$ cat src/rtl/bbe_pkg.sv
// Shared types and constants for the Bernstein basis evaluator.
package bbe_pkg;

  // Width of the degree register and of the basis index field
  localparam int unsigned DEGREE_W = 4;
  localparam int unsigned INDEX_W  = 4;

  // Sequencer states, one-hot
  typedef enum logic [2:0] {
    ST_IDLE = 3'b001,
    ST_RUN  = 3'b010,
    ST_HOLD = 3'b100
  } bbe_state_e;

  // Controls broadcast to every triangle cell
  typedef struct packed {
    logic init;  // load the first row of the triangle
    logic step;  // advance one row
    logic snap;  // keep the current row as the row below the top
  } bbe_cell_ctrl_t;

  // Controls broadcast to every output cell
  typedef struct packed {
    logic load;   // take a finished triangle
    logic shift;  // move every result one place toward the port
  } bbe_out_ctrl_t;

endpackage

$ cat src/rtl/bbe_cell.sv
// One triangle cell: holds entry i of the current row and of the snapped row.
module bbe_cell #(
  parameter int unsigned FRAC_BITS = 16,
  parameter bit          INIT_ONE  = 1'b0
) (
  input  logic                   clk_i,
  input  logic                   rst_ni,
  input  bbe_pkg::bbe_cell_ctrl_t ctrl_i,
  input  logic [FRAC_BITS:0]     x_i,
  input  logic [FRAC_BITS:0]     xc_i,
  input  logic [FRAC_BITS:0]     left_i,
  output logic [FRAC_BITS:0]     row_o,
  output logic [FRAC_BITS:0]     prev_o
);
  import bbe_pkg::*;

  localparam int unsigned VW = FRAC_BITS + 1;
  localparam int unsigned PW = 2 * VW;
  localparam logic [VW-1:0] ONE_FX  = VW'(1) << FRAC_BITS;
  localparam logic [PW-1:0] HALF_FX = PW'(1) << (FRAC_BITS - 1);

  logic [VW-1:0] row_q, row_d;
  logic [VW-1:0] prev_q;
  logic [PW-1:0] prod_a, prod_b;
  logic [VW:0]   term_a, term_b, sum;

  // Two rounded products and their sum, clamped to one
  always_comb begin
    prod_a = (PW'(xc_i) * PW'(row_q)) + HALF_FX;
    prod_b = (PW'(x_i) * PW'(left_i)) + HALF_FX;
    term_a = (VW+1)'(prod_a >> FRAC_BITS);
    term_b = (VW+1)'(prod_b >> FRAC_BITS);
    sum    = term_a + term_b;
    row_d  = (sum > {1'b0, ONE_FX}) ? ONE_FX : sum[VW-1:0];
  end

  // Hold the row entry; start a new triangle or advance one row
  always_ff @(posedge clk_i or negedge rst_ni) begin
    if (!rst_ni) begin
      row_q <= '0;
    end else if (ctrl_i.init) begin
      row_q <= INIT_ONE ? ONE_FX : '0;
    end else if (ctrl_i.step) begin
      row_q <= row_d;
    end
  end

  // Keep the row before the last step for the slope
  always_ff @(posedge clk_i) begin
    if (ctrl_i.snap) begin
      prev_q <= row_q;
    end
  end

  assign row_o  = row_q;
  assign prev_o = prev_q;

endmodule

$ cat config.mk
export PLATFORM = sky130hd
export DESIGN_NAME = bbe_cell
export DESIGN_NICKNAME = d
export VERILOG_FILES = /design/src/rtl/bbe_pkg.sv /design/src/rtl/bbe_cell.sv
export SDC_FILE = /design/constraint.sdc
export NUM_CORES = 1
export LEC_CHECK = 0
export ABC_AREA = 0
export BUFFER_PORTS_ARGS = -buffer_cell sky130_fd_sc_hd__buf_2
export CORE_MARGIN = 1
export CORE_UTILIZATION = 62
export DETAILED_ROUTE_END_ITERATION = 12
export PLACE_DENSITY = 0.8
export SLEW_MARGIN = 10
export SYNTH_ARGS = -nofsm -noshare
export SYNTH_HDL_FRONTEND = slang
export SYNTH_SLANG_ARGS = --single-unit
$ cat constraint.sdc
create_clock -name clk_i -period 13.23 [get_ports clk_i]
set_input_delay 1.9845 -clock clk_i [delete_from_list [all_inputs] [get_ports clk_i]]
set_output_delay 1.9845 -clock clk_i [all_outputs]
set_load 0.005 [all_outputs]
==> results.yml, run 1 <==
sta:
  drv_slew: 0
  final_min_period_over_clock_period: 0.7845
  fin_worst_skew_ps: 7.047
  report.final.setup_viol: 0
  grt_setup_unrepaired: "no"
  worst_slew_pin_slew_ps: 1042
  post-route-min-period_ps: 10380
  timing.fmax_mhz: 96.35
  timing.slew.headroom: 0.3054
  final.setup.tns_ps: 0
  timing.final.hold_violations: 0
critical_path:
  critPathLaunchType: "input pin"
  crit_required_ps: 13370
  worst_path_dominant_cell_family: "adder cells"
  path_class: "in2reg"
  highest_net_fanout_along_the_worst_path: 17
  crit-reg2reg-launch: "row_o[4]"
  critical_path.max_stage_delay_ps: 540
  startpoint: "xc_i[11]"
  slowest_stage: "sky130_fd_sc_hd__fa_1"
  worst_ep_arrival_time_ps: 10520
  worst_setup_path_end_kind: "register"
  critPathMostFrequentCell: "sky130_fd_sc_hd__fa_1"
  critPathBufInv: 5
global_routing:
  gr-total-overflow: 0
  wire_length_of_the_first_global_routing_pass_mm: 85.59
  grt_pass1_vias: 17409
  maximum_number_of_pins_on_one_net_before_global_route_repair: 21
  grt_antenna_before_repair: 0
  track_usage: 0.3086
synth:
  synth_top_cells_by_count: "632 x sky130_fd_sc_hd__inv_1, 449 x sky130_fd_sc_hd__fa_1, 319 x sky130_fd_sc_hd__and2_1"
  synth_cell_type_count: 78
  syn-mean-instance-area_um2: 8.897
  yosys_warnings: 0
  synth-main-ff-cell: "sky130_fd_sc_hd__edfxtp_1"
  synth_edf_count: 17
  synth_cells: 2375
  synth.yosys.seq_area_share: 0.04429
  syn-num-nets: 3129
  asyncSetResetFlopFracSynth: 0.5000
  postSynthRegisterBits: 34
  syn-cell-area_mm2: 0.02113
  netlist.area_leader.share: 0.4254
  synth_most_common_cell: "sky130_fd_sc_hd__inv_1"
  synth.area.top_cells: "sky130_fd_sc_hd__fa_1 43%, sky130_fd_sc_hd__ha_1 15%, sky130_fd_sc_hd__inv_1 11%, sky130_fd_sc_hd__and2_1 9.4%, sky130_fd_sc_hd__nand2_1 5.2%"
  post-synth-top-area-cell: "sky130_fd_sc_hd__fa_1"
clocking:
  clock_buffer_count_from_cts: 5
  post-cts-setup-buffers: 0
  tritoncts_clock_tree: "built"
  clk_path_buf_depth: 2
  source_to_sink_clock_delay_at_the_later_pin_of_the_worst_skew_pair_ps: 280
  cts_repair_resize_count: 0
  postCtsHoldBufs: 0
  htree_num_levels: 2
  clk_root_buffer_cell: "sky130_fd_sc_hd__clkbuf_16"
  clock_sinks: 34
  cts.clk_slew.worst_paths_ps: 60
routing:
  routed-wl-met2_mm: 25.30
  route.met3.wl_mm: 3.210
  routedLengthMet1_mm: 19.89
  tritonroute_pass_1_iters: 5
  top_signal_layer_used: "met4"
  vias_per_cell: 5.541
  remaining_drc_errors: 0
  dr_total_vias: 15754
  detail-route-antenna-nets: 0
  first_iter_violations: 869
  routed_wire_length_per_instance_um: 17.68
  wirelength_mm: 50.28
floorplanning:
  fp.dieH_um: 186.6
  placement_rows: 67
  die_area_mm2: 0.03483
  pin_count: 90
  die_width_um: 186.6
  core-area_mm2: 0.03353
  floorplan.initialDensity: 0.6302
place:
  detailedPlacementHpwl_mm: 40.52
  final_estimated_routing_congestion_in_global_placement: 0.9133
  io_buffers: 89
worst_hold_path:
  hp-class: "reg2reg"
  timing.hold.worst.start: "row_o[8]"
cells_and_area:
  layout-drive-gt1-share: 0.05595
  area_growth_pct: 4.115
  fin_nets: 3148
  post_route_core_utilization: 0.6561
  antenna-diode-count: 0
status:
  status: "completed"
job:
  max-cap-violations: 0
[layout make-up]
class | count | area (um2)
Tap cell | 448 | 560.5
Inverter | 632 | 2372
Fill cell | 2730 | 11530
Sequential cell | 34 | 935.9
Timing Repair Buffer | 93 | 475.5
Clock buffer | 7 | 175.2
Multi-Input combinational cell | 1628 | 17470
Clock inverter | 1 | 8.758
[path summary, 6_finish.rpt]
kind                       cells after the start        end  slack, ps
min in group asynchronous                      1  row_o[12]       1620
setup reg to reg                              30  row_o[13]       3920
hold reg to reg                                3   row_o[8]        860
setup / recovery                              31  row_o[13]       2850
hold / removal                                 3   row_o[8]        860
max in group asynchronous                      1   row_o[7]      11330
[cells by family (layout without fill, tap and decap cells)]
logic type      count (synthesis)  in the layout  synth area share
xor+xnor                       53             53           0.02445
simple gates                  708            708            0.1713
flops                          34             34           0.04429
mux                             1              1         0.0004737
compound gates                168            168           0.05785
buf+inv                       713            733            0.1288
fa+ha+maj                     698            698            0.5728
[state kept, by name, indices dropped and copies added (netlist names)]
name / flops
row_o: 17
prev_o: 17
[worst register-to-register path, delay by kind of cell, from the launching register on]
kind,cells,cell delay [ps]
flip-flops,1,930
AND/OR/NAND/NOR,2,410
buffers and inverters,4,230
XOR/XNOR,4,1120
AO/OA/AOI/OAI,12,2980
adder cells (fa/ha/maj),8,3490
[routing by layer]
layer  global-route usage  vias to the layer above
li1                     -                     7055
met1               0.3883                     7977
met2               0.5462                      590
met3              0.03818                      132
met4               0.1119                        0
met5                    0                        -
[cells in the final DEF (no fill, tap or decap), types with 2 or more instances in the layout]
cell type and count:
sky130_fd_sc_hd__nand2_1 295, sky130_fd_sc_hd__edfxtp_1 17, sky130_fd_sc_hd__o21bai_1 4, sky130_fd_sc_hd__a211oi_2 2, sky130_fd_sc_hd__a21oi_2 2, sky130_fd_sc_hd__and2_1 319, sky130_fd_sc_hd__dfrtp_1 17, sky130_fd_sc_hd__o21a_1 5
sky130_fd_sc_hd__o21ai_1 5, sky130_fd_sc_hd__ha_1 249, sky130_fd_sc_hd__nand3_1 10, sky130_fd_sc_hd__buf_4 4, sky130_fd_sc_hd__nand4_1 6, sky130_fd_sc_hd__a41oi_1 2, sky130_fd_sc_hd__xnor2_2 2, sky130_fd_sc_hd__and3_1 10
sky130_fd_sc_hd__o31ai_1 7, sky130_fd_sc_hd__buf_2 89, sky130_fd_sc_hd__a21o_1 15, sky130_fd_sc_hd__a21boi_0 3, sky130_fd_sc_hd__fa_1 449, sky130_fd_sc_hd__a211oi_1 6, sky130_fd_sc_hd__a21oi_1 43, sky130_fd_sc_hd__a211o_1 3
sky130_fd_sc_hd__nor2_1 33, sky130_fd_sc_hd__o21ai_0 25, sky130_fd_sc_hd__o2111ai_1 2, sky130_fd_sc_hd__nand2b_1 6, sky130_fd_sc_hd__xnor2_1 34, sky130_fd_sc_hd__a31oi_1 6, sky130_fd_sc_hd__clkbuf_16 7, sky130_fd_sc_hd__a2111oi_0 2
sky130_fd_sc_hd__xor2_1 15, sky130_fd_sc_hd__a221o_1 2, sky130_fd_sc_hd__or3_1 2, sky130_fd_sc_hd__inv_1 632, sky130_fd_sc_hd__nor2b_1 6, sky130_fd_sc_hd__o211ai_1 5, sky130_fd_sc_hd__o31ai_2 10, sky130_fd_sc_hd__nor3_1 9
[per-stage QoR]
stage | hold WS [ps] | instances | area, um2 | worst slack [ps]
3_5_place_dp | 836.3 | 2835 | 21820 | 2717
2_1_floorplan | 468.4 | 2375 | 21130 | 3578
6_report | 860.9 | 2843 | 22000 | 2851
5_1_grt | 866.1 | 2843 | 22000 | 2349
3_3_place_gp | 829.8 | 2835 | 21820 | 2963
4_1_cts | 850.8 | 2843 | 22000 | 2948
Power of run 1 is left out: the tool's default activity adds up to more than one toggle a clock period on the data nets, which glitch-free logic cannot reach.
==> run 2: changes to the inputs <==
ABC_AREA = 1   (was 0)
clock period = 10.1 ns   (was 13.23 ns; I/O delays follow)
==> run 2 against run 1 <==
Against the previous run:
- hold slack lost 110 ps
- routed wire length grew 8.8%
- worst setup slack lost 1600 ps
- via count grew 18%
- final cell count grew 25%
- die area grew 7.6%
- first-iteration DRC count grew 53%
- critical path depth grew 4
- area after synthesis grew 7.7%
- global-route usage grew 0.78 points
- flip-flop and latch count is the same
==> results.yml, run 2 <==
routing:
  wirelength_mm: 54.72
  vias_per_cell: 5.213
  remaining_drc_errors: 0
  detail-route-antenna-nets: 0
  tritonroute_pass_1_iters: 8
  routed_wire_length_per_instance_um: 15.36
  dr_total_vias: 18575
  first_iter_violations: 1331
synth:
  syn-num-nets: 3893
  netlist.area_leader.share: 0.3949
  synth_edf_count: 17
  synth.yosys.seq_area_share: 0.04112
  synth.area.top_cells: "sky130_fd_sc_hd__fa_1 39%, sky130_fd_sc_hd__inv_1 17%, sky130_fd_sc_hd__nand2_1 14%, sky130_fd_sc_hd__ha_1 14%, sky130_fd_sc_hd__edfxtp_1 2.2%"
  synth-main-ff-cell: "sky130_fd_sc_hd__edfxtp_1"
  synth_top_cells_by_count: "1044 x sky130_fd_sc_hd__inv_1, 854 x sky130_fd_sc_hd__nand2_1, 449 x sky130_fd_sc_hd__fa_1"
  syn-cell-area_mm2: 0.02276
  synth_cell_type_count: 42
  post-synth-top-area-cell: "sky130_fd_sc_hd__fa_1"
  asyncSetResetFlopFracSynth: 0.5000
  postSynthRegisterBits: 34
  synth_cells: 3139
  syn-mean-instance-area_um2: 7.251
  yosys_warnings: 0
  synth_most_common_cell: "sky130_fd_sc_hd__inv_1"
floorplanning:
  die_area_mm2: 0.03748
  core-area_mm2: 0.03583
  die_width_um: 193.6
  pin_count: 90
  fp.dieH_um: 193.6
  floorplan.initialDensity: 0.6353
  placement_rows: 69
clocking:
  htree_num_levels: 2
  postCtsHoldBufs: 0
  source_to_sink_clock_delay_at_the_later_pin_of_the_worst_skew_pair_ps: 300
  cts_repair_resize_count: 0
  clock_sinks: 34
  tritoncts_clock_tree: "built"
  clk_root_buffer_cell: "sky130_fd_sc_hd__clkbuf_16"
  clock_buffer_count_from_cts: 5
  clk_path_buf_depth: 2
  post-cts-setup-buffers: 0
  cts.clk_slew.worst_paths_ps: 60
cells_and_area:
  mostFrequentLayoutCell: "sky130_fd_sc_hd__inv_1"
  antenna-diode-count: 0
  fin_nets: 3855
  area_growth_pct: 2.881
  sequential_cell_area_um2: 935.9
  layout_common_cells: "1044 x sky130_fd_sc_hd__inv_1, 854 x sky130_fd_sc_hd__nand2_1, 449 x sky130_fd_sc_hd__fa_1, 249 x sky130_fd_sc_hd__ha_1, 89 x sky130_fd_sc_hd__buf_2"
  multiInputGateArea_mm2: 0.01734
  fillerInstances: 3189
  layout-drive-gt1-share: 0.04094
global_routing:
  gr-total-overflow: 0
  wire_length_of_the_first_global_routing_pass_mm: 95.32
  grt_pass1_vias: 19920
  maximum_number_of_pins_on_one_net_before_global_route_repair: 21
  grt_antenna_before_repair: 0
  track_usage: 0.3164
sta:
  timing.slew.headroom: 0.1918
  final_min_period_over_clock_period: 0.8723
  final.setup.tns_ps: 0
  drv_slew: 0
  timing.final.hold_violations: 0
  post-route-min-period_ps: 8810
  grt_setup_unrepaired: "no"
  report.final.setup_viol: 0
  fin_worst_skew_ps: 11.20
  timing.fmax_mhz: 113.5
  worst_slew_pin_slew_ps: 1208
status:
  status: "completed"
critical_path:
  worst_setup_path_end_kind: "register"
  timing.rr.end: "row_o[13]"
  worst_ep_arrival_time_ps: 9040
  worstRegToRegCells: 30
  highest_net_fanout_along_the_worst_path: 17
  crit_required_ps: 10330
  slowest_stage: "sky130_fd_sc_hd__fa_1"
  critical_path.max_stage_delay_ps: 540
  crit-reg2reg-launch: "row_o[9]"
  critPathLaunchType: "input pin"
  path_class: "in2reg"
  timing.reg2reg.setup_slack_ps: 2110
worst_hold_path:
  timing.hold.worst.start: "row_o[0]"
  min_delay_worst_endpoint: "row_o[0]"
  hp-class: "reg2reg"
  worst_hold_path.num_cells: 2
place:
  detailedPlacementHpwl_mm: 45.33
  final_estimated_routing_congestion_in_global_placement: 0.9350
  io_buffers: 89
job:
  max-cap-violations: 0
[run 2: layout make-up]
class,instances,share of cell area
Multi-Input combinational cell,1918,0.7406
Timing Repair Buffer,96,0.02127
Clock buffer,8,0.005824
Sequential cell,34,0.03997
Inverter,1046,0.1677
Tap cell,461,0.02463
[run 2: cell families (layout without fill, tap and decap cells)]
group / after synthesis / after routing / synth area share
xor+xnor: 40 / 40 / 0.01539
simple gates: 1043 / 1043 / 0.1809
flops: 34 / 34 / 0.04112
buf+inv: 1187 / 1150 / 0.1969
fa+ha+maj: 698 / 698 / 0.5318
compound gates: 137 / 137 / 0.03392
[run 2: per-stage QoR]
stage	instance area [um2]	worst slack [ps]	hold WS, ps	std cells	util
detailed placement	23280	1023	744.6	3555	0.6498
global placement	23280	1139	729.3	3555	0.6498
finish	23420	1290	752.7	3563	0.6536
global route	23420	748.7	785.5	3563	0.6536
CTS	23420	1307	755.8	3563	0.6536
floorplan	22760	1872	468.4	3139	-
[run 2: worst max path at each step]
| stage | from | to | slack [ps] | cells after the start |
|---|---|---|---|---|
| 4_1_cts | x_i[11] | row_o[12] | 1310 | 35 |
| 2_1_floorplan | x_i[6] | row_o[14] | 1870 | 40 |
| 3_3_place_gp | x_i[11] | row_o[6] | 1140 | 35 |
| 3_5_place_dp | x_i[11] | row_o[11] | 1020 | 35 |
| 6_report | x_i[11] | row_o[13] | 1290 | 35 |
| 5_1_grt | left_i[3] | row_o[0] | 750 | 35 |
[run 2: metal layers]
layer	global-route usage	part of all wire
met5	0	0
met4	0.08089	0.023
met3	0.04045	0.072
met2	0.5453	0.49
met1	0.4228	0.41
[run 2: worst max-delay path: cells and delay by family]
kind | cells | cell delay (ps)
adders and majority gates | 9 | 4110
and+or+nand+nor | 12 | 1420
AOI/OAI and AO/OA | 4 | 890
buffers and inverters | 8 | 720
xor gates and xnor gates | 2 | 380
Power of run 2 is left out for the same reason.
