**config.mk**
```make
export PLATFORM = sky130hd
export DESIGN_NAME = bbe_out_cell
export DESIGN_NICKNAME = d
export VERILOG_FILES = /design/src/rtl/bbe_pkg.sv /design/src/rtl/bbe_out_cell.sv
export SDC_FILE = /design/constraint.sdc
export NUM_CORES = 1
export LEC_CHECK = 0
export BUFFER_PORTS_ARGS = -buffer_cell sky130_fd_sc_hd__buf_2
export CAP_MARGIN = 20
export CORE_MARGIN = 2
export CORE_UTILIZATION = 55
export DETAILED_ROUTE_END_ITERATION = 7
export PLACE_DENSITY = 0.83
export SETUP_SLACK_MARGIN = 0.3
export SLEW_MARGIN = 20
export SYNTH_ARGS = -nofsm -noshare
export SYNTH_HDL_FRONTEND = slang
export SYNTH_SLANG_ARGS = --single-unit
```
**constraint.sdc**
```tcl
create_clock -name clk_i -period 15.6 [get_ports clk_i]
set_clock_uncertainty 0.15 [all_clocks]
set_input_delay 2.34 -clock clk_i [delete_from_list [all_inputs] [get_ports clk_i]]
set_output_delay 2.34 -clock clk_i [all_outputs]
set_load 0.01 [all_outputs]
```
**src/rtl/bbe_pkg.sv**
```systemverilog
// Shared types and constants for the Bernstein basis evaluator.
package bbe_pkg;

  // Width of the degree register and of the basis index field
  localparam int unsigned DEGREE_W = 4;
  localparam int unsigned INDEX_W  = 4;

  // Sequencer states, one-hot
  typedef enum logic [2:0] {
    ST_IDLE = 3'b001,
    ST_RUN  = 3'b010,
    ST_HOLD = 3'b100
  } bbe_state_e;

  // Controls broadcast to every triangle cell
  typedef struct packed {
    logic init;  // load the first row of the triangle
    logic step;  // advance one row
    logic snap;  // keep the current row as the row below the top
  } bbe_cell_ctrl_t;

  // Controls broadcast to every output cell
  typedef struct packed {
    logic load;   // take a finished triangle
    logic shift;  // move every result one place toward the port
  } bbe_out_ctrl_t;

endpackage

```
**src/rtl/bbe_out_cell.sv**
```systemverilog
// One output cell: holds a finished basis value and slope, shifts toward the port.
module bbe_out_cell #(
  parameter int unsigned FRAC_BITS = 16,
  parameter int unsigned KW        = 4
) (
  input  logic                   clk_i,
  input  bbe_pkg::bbe_out_ctrl_t ctrl_i,
  input  logic [KW-1:0]          degree_i,
  input  logic [FRAC_BITS:0]     row_i,
  input  logic [FRAC_BITS:0]     prev_lo_i,
  input  logic [FRAC_BITS:0]     prev_hi_i,
  input  logic [FRAC_BITS:0]     next_value_i,
  input  logic [FRAC_BITS+4:0]   next_slope_i,
  output logic [FRAC_BITS:0]     value_o,
  output logic [FRAC_BITS+4:0]   slope_o
);
  import bbe_pkg::*;

  localparam int unsigned VW = FRAC_BITS + 1;
  localparam int unsigned DW = FRAC_BITS + 2;
  localparam int unsigned MW = DW + KW + 1;
  localparam int unsigned SW = FRAC_BITS + 5;

  logic [VW-1:0]        value_q;
  logic [SW-1:0]        slope_q;
  logic signed [DW-1:0] diff;
  logic signed [MW-1:0] prod;

  // Slope is degree times the difference of the neighboring snapped entries
  always_comb begin
    diff = $signed({1'b0, prev_lo_i}) - $signed({1'b0, prev_hi_i});
    prod = MW'(diff) * $signed(MW'(degree_i));
  end

  // Load a finished triangle or shift toward the port
  always_ff @(posedge clk_i) begin
    if (ctrl_i.load) begin
      value_q <= row_i;
      slope_q <= prod[SW-1:0];
    end else if (ctrl_i.shift) begin
      value_q <= next_value_i;
      slope_q <= next_slope_i;
    end
  end

  assign value_o = value_q;
  assign slope_o = slope_q;

endmodule
```
==> impl_metrics.tcl, run 1 <==
set metrics [dict create \
    status "completed" \
    htree_levels 2 \
    path_clk_slew_ns 0.07 \
    end_kind "flop" \
    total_power_w 0.000738 \
    yosys.area.top_type_share 0.234 \
    synth.largest_area_cell "edfxtp_1" \
    synth_edf_count 38 \
    synth_seq_cells 38 \
    start_kind "input pin" \
    synthesis.nets 709 \
    wire_per_inst_um 13.3 \
    crit_family "adder cells" \
    grt-ovfl-total 0 \
    numClockSinks 38 \
    antenna_found_initial 0 \
    p_int_w 0.000415 \
    synth-simple-area-share 0.163 \
    ys_top_cells_by_area "edfxtp_1 23%, fa_1 14%, ha_1 14%" \
    p_seq_frac 0.219 \
    cts_max_path_buffers 2 \
    peakVddDrop_mv 0.0542 \
    drt_iter0_drc 73 \
    synth_cell_types 52 \
    swShare 0.437 \
    synth_warnings 0 \
    min_period_ns 7.53 \
    rsz0062_at_grt "false" \
    synth_most_common_cell "inv_1" \
    p_leak_nw 2.91 \
    place_congestion 0.859 \
    clkPwrFrac 0.082 \
    numPortBuffers 133 \
    drive_gt1_frac 0.285 \
    cts_tree "built" \
    cts_resized 0 \
    slowest_delay_ns 0.53 \
    first_pass_iters 4 \
    fin_util 0.659 \
    max-slew-margin-rel 0.400 \
    synth_compound_area_frac 0.110 \
    synthAdderAreaFrac 0.287 \
    fin_crit_sh 0.483 \
    setup_tns_ns 0 \
    crit_type "input pin to flop" \
    slew_violations 0 \
    critPathMaxFanout 5 \
    dpl.hpwl_um 8560 \
    track_usage 0.216 \
    drcViolationCount 0 \
    via_per_inst 5.20 \
    synth_top_cells_by_count "95 x inv_1, 56 x ha_1, 47 x and2_1, 38 x edfxtp_1" \
    root_buffer "clkbuf_8" \
    worstPathRequired_ns 15.59 \
    min_path_type "input pin to flop" \
    switchingPower_w 0.000323 \
    avgSynthCellArea_um2 9.35 \
    first_global_vias 3994 \
    synth-xor-area-share 0.0520 \
    die_area_um2 9640 \
    setup_viol 0 \
    vias 3945 \
    hold_buffers 0 \
    antenna_left 0 \
    die_y_um 98.2 \
    synthCells 522 \
    synth_top_family_by_area "adder cells" \
    grt_max_degree 45 \
    cpMaxStageDelayCell "fa_1" \
    synthArstFlopShare 0 \
    die_w_um 98.2 \
    cts_buffers 5 \
    grt_pass1_wl_um 17500 \
    post-cts-setup-buffer-count 0 \
    synth.area.mux_share 0.0715 \
    placementRows 34 \
    io_pins 134 \
    start_util 0.562 \
    critPathArrivalTime_ns 7.53 \
    syn_to_final_growth_pct 17.1 \
    synth_flop_cell "edfxtp_1" \
    num-nets-final 837 \
    antenna_cells 0 \
    worst_pin_slew_ns 0.901 \
    hold_violations 0 \
    cap_violations 0 \
    fmax_mhz 133 \
    yosysSeqAreaShare 0.234 \
    combPwrFrac 0.698 \
    coreArea_um2 8680 \
    cp_num_buf_inv 4 \
    drt-total-wl_um 10100 \
    cellPowerDensity_nw_per_um2 129 \
    syn_area_um2 4880 \
]
## stage by stage
stage | instance area [um2] | worst slack (ns) | cells | hold slack (ns)
2_1_floorplan | 4880 | 8.30 | 522 | 2.38
3_3_place_gp | 5640 | 8.02 | 751 | 2.48
3_5_place_dp | 5640 | 7.79 | 751 | 2.48
4_1_cts | 5720 | 8.07 | 758 | 2.19
5_1_grt | 5720 | 7.72 | 758 | 2.20
6_report | 5720 | 8.07 | 758 | 2.20
## metal layers
layer | up-vias | GRT usage | part of all wire | routed length (um)
met5 | - | 0 | 0 | 0
met4 | 0 | 0.0580 | 0.019 | 187
met3 | 13 | 0.0236 | 0.056 | 566
met2 | 137 | 0.394 | 0.49 | 4920
met1 | 1807 | 0.273 | 0.44 | 4430
li1 | 1988 | - | - | -
## sequential cells by signal (all words and copies together) (netlist names)
signal,flops
value_o,17
slope_o,21
## final timing paths
path / startpoint / slack [ns] / cells after the start / end
hold / removal: next_slope_i[11] / 2.20 / 2 / slope_o[11]
setup / recovery: prev_lo_i[0] / 8.07 / 26 / slope_o[20]
## cells in the final DEF (no fill, tap or decap), types with 3 or more instances in the layout
master / Yosys / layout
a21o_1: 7 / 7
o21ai_0: 12 / 12
o31ai_1: 3 / 3
o21a_1: 5 / 5
edfxtp_1: 38 / 38
xor2_1: 7 / 7
ha_1: 56 / 56
mux2_2: 31 / 31
a211o_1: 3 / 3
nand2_1: 35 / 35
nand3_1: 7 / 7
clkbuf_8: 0 / 5
a31oi_1: 3 / 3
nor2b_1: 13 / 13
xnor2_1: 22 / 22
nand4_1: 3 / 3
a21oi_1: 17 / 17
buf_2: 0 / 133
nor2_1: 23 / 23
inv_1: 95 / 95
and2_1: 47 / 47
nor3_1: 11 / 11
fa_1: 35 / 35
## power by group through the flow
stage | registers (W) | logic, W | clock network, W
finish | 0.000162 | 0.000515 | 0.0000608
global route | 0.000164 | 0.000588 | 0.0000667
CTS | 0.000162 | 0.000517 | 0.0000622
detailed placement | 0.000164 | 0.000513 | 0
global placement | 0.000164 | 0.000491 | 0
floorplan | 0.000181 | 0.000369 | 0
## cell families (layout without fill, tap and decap cells)
| logic type | after synthesis | count (layout) |
|---|---|---|
| flip-flops | 38 | 38 |
| buffers and inverters | 107 | 235 |
| AO/OA/AOI/OAI | 75 | 75 |
| AND/OR/NAND/NOR | 151 | 151 |
| XOR/XNOR | 29 | 29 |
| adder cells (fa/ha/maj) | 91 | 91 |
| multiplexers | 31 | 31 |
## layout make-up
type                    count  area, um2
flip-flops and latches     38       1140
fillers                   706       2960
clock inverters             2       10.0
well taps                 108        135
inverters                  95        357
repair buffers            133        666
clock buffers               5       68.8
multi-input cells         377       3340
No activity file was read; power rests on OpenSTA's default activity.
==> run 2, diff against run 1 <==
ABC_AREA = 1   (was default)
clock period = 7 ns   (was 15.6 ns; I/O delays follow)
==> run 2 against run 1 <==
Effect of this change:
- synthesized cell count increased by 34%
- cell count increased by 24%
- wire length increased by 19%
- non-clock buffer count increased by 1
- setup slack got worse by 6.9 ns
- flip-flop and latch count unchanged
- core utilization about the same
- critical endpoint is now slope_o[19]
==> impl_metrics.tcl, run 2 <==
set metrics [dict create \
    min_path_type "input pin to flop" \
    p_leak_nw 3.36 \
    start_util 0.561 \
    drive_gt1_frac 0.205 \
    fin_util 0.659 \
    yosysSeqAreaShare 0.222 \
    track_usage 0.245 \
    final_area_um2 6030 \
    drt_iter0_drc 134 \
    first_pass_iters 5 \
    hold_violations 0 \
    dpl-instance-area_um2 5900 \
    io_pins 134 \
    critPathArrivalTime_ns 5.71 \
    cts_tree "built" \
    place_congestion 1.02 \
    drcViolationCount 0 \
    grt_pass1_wl_um 20400 \
    drt-total-wl_um 12000 \
    hold_buffers 0 \
    worstPathRequired_ns 6.89 \
    yosys.area.top_type_share 0.222 \
    setup_viol 0 \
    fillCellCount 806 \
    wire_per_inst_um 12.8 \
    largest_register_ffs 21 \
    cellPowerDensity_nw_per_um2 294 \
    cts_max_path_buffers 2 \
    ys_top_cells_by_area "edfxtp_1 22%, nand2_1 14%, fa_1 14%" \
    layout_common_cells "190 x nand2_1, 133 x buf_2, 120 x inv_1" \
    coreArea_um2 9150 \
    peakVddDrop_mv 0.127 \
    fin_crit_sh 0.832 \
    placementRows 35 \
    antenna_left 0 \
    rsz0062_at_grt "false" \
    slew_violations 0 \
    cap_violations 0 \
    die_w_um 101 \
    first_global_vias 4825 \
    antenna_cells 0 \
    total_power_w 0.00177 \
    start_kind "input pin" \
    synth_flop_cell "edfxtp_1" \
    synth.largest_area_cell "edfxtp_1" \
    cts_buffers 5 \
    worst_pin_slew_ns 0.838 \
    end_kind "flop" \
    synth_warnings 0 \
    numClockSinks 38 \
    grt_max_degree 44 \
    die_area_um2 10100 \
    syn_to_final_growth_pct 17.4 \
    die_y_um 101 \
    setup_tns_ns 0 \
    synth_seq_cells 38 \
    synth_most_common_cell "nand2_1" \
    numPortBuffers 133 \
    antenna_found_initial 0 \
    avgSynthCellArea_um2 7.33 \
    synthCells 701 \
    crit_type "input pin to flop" \
    cts_resized 0 \
    via_per_inst 5.17 \
    min_period_ns 5.82 \
    grt-ovfl-total 0 \
    synth_cell_types 41 \
    status "completed" \
    root_buffer "clkbuf_8" \
    path_clk_slew_ns 0.07 \
    synth_top_cells_by_count "190 x nand2_1, 120 x inv_1, 82 x nor2_1, 56 x ha_1, 38 x edfxtp_1" \
    syn_area_um2 5130 \
    synth_edf_count 38 \
    num-nets-final 1016 \
    post-cts-setup-buffer-count 0 \
    htree_levels 2 \
    synthArstFlopShare 0 \
    dpl.hpwl_um 10200 \
    synthesis.nets 888 \
    fmax_mhz 172 \
    critPathMaxFanout 5 \
    max-slew-margin-rel 0.441 \
    vias 4865 \
    layout_commonest_cell "nand2_1" \
]
## run 2: cell types whose count changed after synthesis, moves of 6 or more
cell / previous run / this run
nor2b_1: 13 / 0
nand3_1: 7 / 32
or2_1: 1 / 12
mux2_2: 31 / 0
inv_1: 95 / 120
a21oi_1: 17 / 26
nor3_1: 11 / 4
xnor2_1: 22 / 11
nand2_1: 35 / 190
and2_1: 47 / 1
o21ai_1: 2 / 8
nor2_1: 23 / 82
## run 2: kinds of logic (layout without fill, tap and decap cells)
logic type | count (synthesis) | in the layout | share of synthesized area
compound gates | 65 | 65 | 0.0770
xor+xnor | 24 | 24 | 0.0424
fa+ha+maj | 91 | 91 | 0.273
buf+inv | 139 | 268 | 0.102
flops | 38 | 38 | 0.222
simple gates | 344 | 344 | 0.284
## run 2: power by group
part           internal (W)  switching [W]
sequential         0.000336      0.0000150
combinational      0.000459       0.000747
clock              0.000141      0.0000737
total              0.000936       0.000835
## run 2: cell type report
type,count,area (um2),area share
tap,111,139,0.0230
clock inverter,3,63.8,0.0106
inverter,126,473,0.0784
timing repair buffer,134,673,0.112
multi-input combinational,524,3470,0.576
sequential,38,1140,0.189
clock buffer,5,68.8,0.0114
## run 2: metal layers
layer | global-route usage | routed length [um] | up-vias
met5 | 0 | 0 | -
met1 | 0.293 | 4990 | 2184
met2 | 0.442 | 5700 | 202
met4 | 0.102 | 448 | 0
li1 | - | - | 2449
met3 | 0.0291 | 893 | 30
## run 2: through the flow
stage	hold WS, ns	std cells	setup WS, ns
2_1_floorplan	1.08	701	1.55
3_3_place_gp	1.17	933	1.08
3_5_place_dp	1.17	933	0.897
4_1_cts	0.874	941	1.19
5_1_grt	0.888	941	0.737
6_report	0.883	941	1.18
## run 2: worst max-delay path, cell delays in order
cell and delay (ns):
buf_2 0.08, inv_1 0.03, ha_1 0.22, fa_1 0.40, nand3b_1 0.18, nand2_1 0.16, inv_1 0.07, o21bai_2 0.15
nand4_1 0.11, nand2_1 0.09, or2_1 0.11, nand2_1 0.10, nor2_1 0.11, ha_1 0.27, fa_1 0.54, inv_1 0.06
fa_1 0.53, inv_1 0.04, ha_1 0.35, nand2_1 0.16, nor4_2 0.36, nand4_1 0.23, nand3_1 0.14, nand2_1 0.05
nand3_1 0.06, nand2_1 0.06
## run 2: path summary, 6_finish.rpt
check	start	endpoint	slack, ns	cells after the start
worst max-delay path	prev_lo_i[0]	slope_o[19]	1.18	26
worst min-delay path	next_value_i[6]	value_o[6]	0.88	3
==> run 3, diff against run 2 <==
clock period = 5.45 ns   (was 7 ns; I/O delays follow)
==> run 3 against run 2 <==
Effect of this change:
- wire length is 26% higher
- via count increased by 10%
- first-iteration DRC count is 72% higher
- die area is the same
- highest routed layer unchanged
==> impl_metrics.tcl, run 3 (synthesis results as in run 2) <==
set metrics [dict create \
    numPortBuffers 133 \
    wire_per_inst_um 15.2 \
    switchingPower_w 0.00150 \
    die_w_um 101 \
    critPathMaxFanout 5 \
    drt-total-wl_um 15200 \
    coreArea_um2 9150 \
    cp_num_buf_inv 3 \
    min_period_ns 5.13 \
    rsz0062_at_grt "true" \
    largest_register_ffs 21 \
    setup_viol 0 \
    root_buffer "clkbuf_8" \
    worst_pin_slew_ns 0.869 \
    place_congestion 0.916 \
    worst_slack_ns 0.318 \
    cellPowerDensity_nw_per_um2 450 \
    peakVddDrop_mv 0.312 \
    drt_iter0_drc 231 \
    path_cells "buf_2 > ha_1 > a21o_1 > a21oi_2 > nor2_1 > nor2_1 > nand2_1 > xnor2_2 > nor2_1 > ha_1 > fa_1 > inv_1 > fa_1 > inv_1 > ha_4 > nand2_2 > nor4_4 > nand4_1 > nand3_1 > nand2_1 > nand3_1 > nand2_1" \
    die_area_um2 10100 \
    p_seq_frac 0.140 \
    start_util 0.561 \
    clkPwrFrac 0.090 \
    slew_violations 0 \
    whs_path_depth 3 \
    layout_common_cells "166 x nand2_1, 131 x buf_2, 113 x inv_1" \
    via_per_inst 5.34 \
    drcViolationCount 0 \
    cpMaxStageDelayCell "fa_1" \
    vias 5359 \
    path_clk_slew_ns 0.08 \
    num-nets-final 1078 \
    first_global_vias 5132 \
    antenna_cells 0 \
    htree_levels 2 \
    crit_family "adder cells" \
    io_pins 134 \
    cts_max_path_buffers 2 \
    first_pass_iters 5 \
    cap_violations 0 \
    end_kind "flop" \
    hold_buffers 0 \
    worstPathRequired_ns 5.35 \
    dpl.hpwl_um 11000 \
    antenna_found_initial 0 \
    max-slew-margin-rel 0.421 \
    min_path_type "input pin to flop" \
    cts_tree "built" \
    swShare 0.464 \
    slowest_delay_ns 0.56 \
    start_kind "input pin" \
    combPwrFrac 0.771 \
    crit_type "input pin to flop" \
    cts_buffers 5 \
    cp.depth 22 \
    track_usage 0.272 \
    fillCellCount 615 \
    pre_cts_slack_ns -0.200 \
    fin_crit_sh 0.942 \
    numClockSinks 38 \
    drive_gt1_frac 0.371 \
    syn_to_final_growth_pct 40.4 \
    die_y_um 101 \
    final_area_um2 7210 \
    p_int_w 0.00174 \
    grt_max_degree 39 \
    grt_pass1_wl_um 22400 \
    grt-ovfl-total 0 \
    hold_violations 0 \
    p_leak_nw 3.76 \
    antenna_left 0 \
    status "completed" \
    placementRows 35 \
    dpl-instance-area_um2 6330 \
    fmax_mhz 195 \
    layout_commonest_cell "nand2_1" \
    critPathArrivalTime_ns 5.03 \
]
==> run 3: cell type report <==
cell class,instances,area [um2],area share
timing repair buffer,196,1160,0.161
tap,111,139,0.0193
multi-input combinational,524,4160,0.577
sequential,38,1140,0.158
inverter,126,473,0.0656
clock buffer,5,68.8,0.00955
clock inverter,3,68.8,0.00955
==> run 3: timing repair <==
action	CTS	global route
pin swaps	15	79
setup buffers	2	11
setup endpoints to repair	11	11
gates resized for setup	19	112
==> run 3: worst paths after layout <==
check,start,to,slack [ns]
worst max-delay path,prev_lo_i[5],slope_o[19],0.32
worst min-delay path,next_slope_i[14],slope_o[14],0.63
==> run 3: layer usage <==
metal  wire [um]  track usage  vias to the layer above
met1        5700        0.313                     2493
met2        8110        0.519                      239
li1            -            -                     2574
met4         527       0.0948                        0
met5           0            0                        -
met3         874       0.0270                       53
==> run 3: stage by stage <==
stage / hold slack (ns) / util / setup TNS [ns] / cells / total power [W]
6_report: 0.634 / 0.788 / 0 / 1003 / 0.00324
5_1_grt: 0.646 / 0.788 / 0 / 1003 / 0.00348
4_1_cts: 0.635 / 0.720 / 0 / 992 / 0.00276
3_5_place_dp: 0.937 / 0.692 / -1.31 / 982 / 0.00234
3_3_place_gp: 0.933 / 0.692 / -0.403 / 982 / 0.00230
2_1_floorplan: 0.846 / - / 0 / 701 / 0.00167
==> run 3: power by group through the flow <==
stage                     clock [W]  combinational (W)  sequential [W]
after floorplan                   0            0.00116        0.000506
after global placement            0            0.00184        0.000457
after detailed placement          0            0.00188        0.000460
after CTS                  0.000292            0.00201        0.000454
after global routing       0.000300            0.00272        0.000461
final                      0.000291            0.00250        0.000453
